[src/hw/rtl/itpe_pkg.sv]
// ----------------------------------------------------------------------------
// itpe_pkg
// Shared types, constants and color helpers for the indexed texture palette
// expander.
// ----------------------------------------------------------------------------
package itpe_pkg;

   // Palette size default (entries of 32 bits)
   localparam int DEF_PALETTE_ENTRIES = 256;

   // Response queue geometry
   localparam int RSP_DEPTH = 4;
   localparam int RSP_PTR_W = $clog2(RSP_DEPTH);
   localparam int RSP_CNT_W = $clog2(RSP_DEPTH + 1);

   // Alpha doubling saturates above this value
   localparam logic [7:0] ALPHA_SAT_LIMIT = 8'd127;
   localparam logic [7:0] ALPHA_OPAQUE    = 8'd255;

   // Transaction kinds
   localparam logic KIND_LOAD  = 1'b0;
   localparam logic KIND_PIXEL = 1'b1;

   // Pixel modes
   typedef enum logic [1:0] {
      MODE_DIRECT = 2'd0,
      MODE_GREY   = 2'd1,
      MODE_IDX8   = 2'd2,
      MODE_IDX4   = 2'd3
   } mode_type;

   // One response entry
   typedef struct packed {
      logic [31:0] rgba;
      logic        last;
   } rsp_entry_type;

   // Double alpha, saturate to opaque
   function automatic logic [31:0] fix_alpha(input logic [31:0] w);
      logic [7:0] a;
      a = w[31:24];
      if (a > ALPHA_SAT_LIMIT) begin
         a = ALPHA_OPAQUE;
      end else begin
         a = {a[6:0], 1'b0};
      end
      return {a, w[23:0]};
   endfunction

   // Greyscale byte into R, G, B with opaque alpha
   function automatic logic [31:0] grey_expand(input logic [7:0] b);
      return {ALPHA_OPAQUE, b, b, b};
   endfunction

   // Block reorder for eight-bit index loads: exchange bits 3 and 4
   function automatic logic [7:0] swap_bits34(input logic [7:0] p);
      return {p[7:5], p[3], p[4], p[2:0]};
   endfunction

endpackage

[src/hw/rtl/itpe_rsp_fifo.sv]
// ----------------------------------------------------------------------------
// itpe_rsp_fifo
// Small response queue; takes up to two entries per cycle, gives one.
// ----------------------------------------------------------------------------
module itpe_rsp_fifo
   import itpe_pkg::*;
(
   input  logic                  clock,
   input  logic                  reset,
   input  logic [1:0]            push_cnt,
   input  rsp_entry_type         push0,
   input  rsp_entry_type         push1,
   input  logic                  pop,
   output rsp_entry_type         head,
   output logic                  not_empty,
   output logic [RSP_CNT_W-1:0]  count
);

   rsp_entry_type         mem [RSP_DEPTH];
   logic [RSP_PTR_W-1:0]  wr_ptr_ff, wr_ptr_in;
   logic [RSP_PTR_W-1:0]  rd_ptr_ff, rd_ptr_in;
   logic [RSP_CNT_W-1:0]  cnt_ff, cnt_in;
   logic [RSP_PTR_W-1:0]  wr_ptr_nxt;

   assign wr_ptr_nxt = wr_ptr_ff + RSP_PTR_W'(1);

   // Entry storage
   always_ff @(posedge clock) begin
      if (push_cnt != 2'd0) begin
         mem[wr_ptr_ff] <= push0;
      end
      if (push_cnt == 2'd2) begin
         mem[wr_ptr_nxt] <= push1;
      end
   end

   // Pointer and occupancy update
   always_comb begin
      wr_ptr_in = wr_ptr_ff + RSP_PTR_W'(push_cnt);
      rd_ptr_in = rd_ptr_ff + RSP_PTR_W'(pop);
      cnt_in    = cnt_ff + RSP_CNT_W'(push_cnt) - RSP_CNT_W'(pop);
   end

   always_ff @(posedge clock) begin
      if (reset) begin
         wr_ptr_ff <= '0;
         rd_ptr_ff <= '0;
         cnt_ff    <= '0;
      end else begin
         wr_ptr_ff <= wr_ptr_in;
         rd_ptr_ff <= rd_ptr_in;
         cnt_ff    <= cnt_in;
      end
   end

   assign head      = mem[rd_ptr_ff];
   assign not_empty = (cnt_ff != '0);
   assign count     = cnt_ff;

endmodule

[config.mk]
export PLATFORM = sky130hd
export DESIGN_NAME = itpe_rsp_fifo
export DESIGN_NICKNAME = d
export VERILOG_FILES = /design/src/hw/rtl/itpe_pkg.sv /design/src/hw/rtl/itpe_rsp_fifo.sv
export SDC_FILE = /design/constraint.sdc
export NUM_CORES = 1
export LEC_CHECK = 0
export BUFFER_PORTS_ARGS = -buffer_cell sky130_fd_sc_hd__buf_2
export CORE_UTILIZATION = 59
export CTS_BUF_LIST = sky130_fd_sc_hd__clkbuf_8
export DETAILED_ROUTE_END_ITERATION = 10
export HOLD_SLACK_MARGIN = 0.03
export PLACE_DENSITY = 0.91
export SYNTH_ARGS = -nofsm -noshare
export SYNTH_HDL_FRONTEND = slang
export SYNTH_SLANG_ARGS = --single-unit
[constraint.sdc]
create_clock -name clock -period 5.2 [get_ports clock]
set_input_delay 0.78 -clock clock [delete_from_list [all_inputs] [get_ports clock]]
set_output_delay 0.78 -clock clock [all_outputs]
set_load 0.005 [all_outputs]
==> flow_summary.ini <==
[cts]
clock-root-buffer = clkbuf_8
clkTransAtPathRegs_ns = 0.07
ctsResizeCount = 0
clk_path_buf_depth = 2
cts_made_buffers = 17
h-tree-depth = 4
cts_sinks = 139
cts_tree = built
postCtsHoldBufs = 0
clock_latency_ns = 0.42
cts_setup_buffers = 0

[yosys]
synthTopCellsByArea = edfxtp_1 58%, mux2_2 20%, mux4_2 11%, dfxtp_1 2.0%, buf_6 2.0%
yosys_warnings = 0
synth_top_area_share_pct = 57.9
syn_area_sq_um = 6850
yosysTopAreaCell = edfxtp_1
avgSynthCellArea_sq_um = 19.0
synth_seq_cells = 139
syn_nets = 438
yosysSeqAreaShare_pct = 59.9
synth_cells = 361
ys_types = 24

[power]
power_density_nw_per_um2 = 345
power_mw = 2.69
leakagePower_nw = 2.79
vdd_ir_drop_max_mv = 0.190

[sta]
worst_slack_ns = 2.07
period_share_pct = 60.1
report.final.slew_viol_count = 0
worstMarginPinSlew_ns = 1.14
hold_viol_final = 0
period_minus_slack_ns = 3.13
finalSetupViolations = 0
timing.hold.ws_ns = 0.603
skew_ns = 0.00813
fin_setup_tns_ns = 0
max_freq_mhz = 320
relSlewSlack_pct = 23.7
grt_setup_unrepaired = false

[final_layout]
multi_input_area_sq_um = 2570
seqCellArea_sq_um = 4110
final_area_sq_um = 7810
area_growth_pct = 14.0
nets = 544
diodes = 0
fillers = 738
drive_above_1_share_pct = 65.0

[global_routing]
antenna_found_initial = 0
grt_pass1_wl_microns = 20900
gr-total-overflow = 0
grt_usage_pct = 24.3
grt_max_degree = 35
grt_pass1_vias = 4100

[detailed_routing]
wl_per_cell_microns = 22.0
viasPerCell = 6.09
first_iter_violations = 212
drc_errors = 0
num_vias = 3775
totalWireLength_microns = 13600
dr.pass1.iters = 4
detail-route-antenna-nets = 0

[placement]
dpl_cell_area_sq_um = 7440
place_congestion = 0.752
io_buffers = 107
dpl.hpwl_microns = 8260
pre_cts_ws_ns = 2.17

[critical_path]
critPathCaptureType = output pin
crit_type = flip-flop to output pin
path_cells = buf_4 -> mux4_2 -> buf_2
crit_family = flip-flops
worst-path-buf-inv = 2
path_max_fanout = 21
slowest_stage = dfxtp_2
cp.arrival_ns = 2.35
required_ns = 4.42
worstSetupStartpointType = flip-flop
max_stage_delay_ns = 0.68

[run]
cap_violations = 0

[floorplanning]
die_area_sq_um = 12000
die_w_microns = 110
io_pins = 108
initial_core_util_pct = 61.8
rows = 38
core_sq_um = 11100
fp.dieH_microns = 110

[outcome]
status = finished, final reports clean

[min_path]
hold_path.class = primary input to flip-flop
[routing by layer]
layer | up-vias | share of wire, % | track usage (%)
li1 | 1685 | - | -
met1 | 1930 | 40 | 29.8
met2 | 149 | 53 | 42.0
met3 | 11 | 6.4 | 5.69
met4 | 0 | 0.68 | 9.24
met5 | - | 0 | 0
[layout make-up]
class                      instances  share of cell area, %
sequential                       139                   52.6
multi-input combinational        192                   32.9
timing repair buffer             111                   7.24
inverter                           6                  0.289
clock inverter                    15                   1.72
tap                              140                   2.24
clock buffer                      17                   3.00
[worst paths after layout]
kind / from / to / slack (ns) / cells past startpoint
setup / recovery: rd_ptr_ff[0]$_SDFF_PP0_ / head[28] / 2.07 / 3
hold / removal: reset / count[1]$_SDFF_PP0_ / 0.60 / 2
setup reg to reg: wr_ptr_ff[1]$_SDFF_PP0_ / mem[2][15]$_DFFE_PP_ / 2.68 / 2
hold reg to reg: count[2]$_SDFF_PP0_ / count[2]$_SDFF_PP0_ / 0.68 / 2
[cells in the mapped netlist]
cell type,count
xor3_1,1
ha_1,5
xnor3_1,1
mux4_2,33
or3_1,1
buf_6,12
o21bai_1,2
and4bb_2,2
nor2b_1,3
xnor2_1,1
nor2_1,6
clkbuf_1,3
fa_1,1
mux2_4,6
o21ai_0,1
buf_2,9
nor4b_4,1
dfxtp_1,7
mux2_1,2
edfxtp_1,132
nand4b_2,1
inv_1,6
mux2i_1,1
mux2_2,124
[metrics by stage]
stage               utilization (%)  instances
detailed placement             67.1        588
CTS                            70.5        620
global placement               67.1        588
global route                   70.5        620
floorplan                         -        361
finish                         70.5        620
[logic make-up after synthesis]
family | share of synthesized area [%]
mux | 33.0
simple gates | 1.63
buf+inv | 3.12
compound gates | 0.292
flops | 59.9
fa+ha+maj | 1.21
xor+xnor | 0.804
[where the power goes]
part	switching (mW)	internal [mW]	total [mW]
Combinational	0.213	0.243	0.456
Clock	0.398	0.415	0.814
Sequential	0.0536	1.37	1.42
Total	0.665	2.03	2.69
[cells in the final DEF (no fill, tap or decap)]
cell,count
ha_1,5
xor3_1,1
nor2_4,2
mux2_4,6
dfxtp_1,5
fa_1,1
or3_1,1
and4bb_2,2
nor2b_1,3
mux4_2,33
bufinv_16,2
mux2_1,2
mux2_2,124
mux2i_1,1
dfxtp_2,2
nor2_1,4
edfxtp_1,132
clkinv_4,1
clkinv_1,3
clkinv_2,4
nand4b_2,1
buf_2,107
o21bai_1,1
o21bai_4,1
xnor2_1,1
buf_4,4
inv_1,7
nor4b_4,1
clkinvlp_4,4
o21ai_4,1
clkbuf_8,17
xnor3_1,1
[flip-flops by register name, summed over array words and instances (netlist names)]
name and count:
mem 132, wr_ptr_ff 2, rd_ptr_ff 2, count 3
Note: power is estimated with default switching activity, not from simulation.
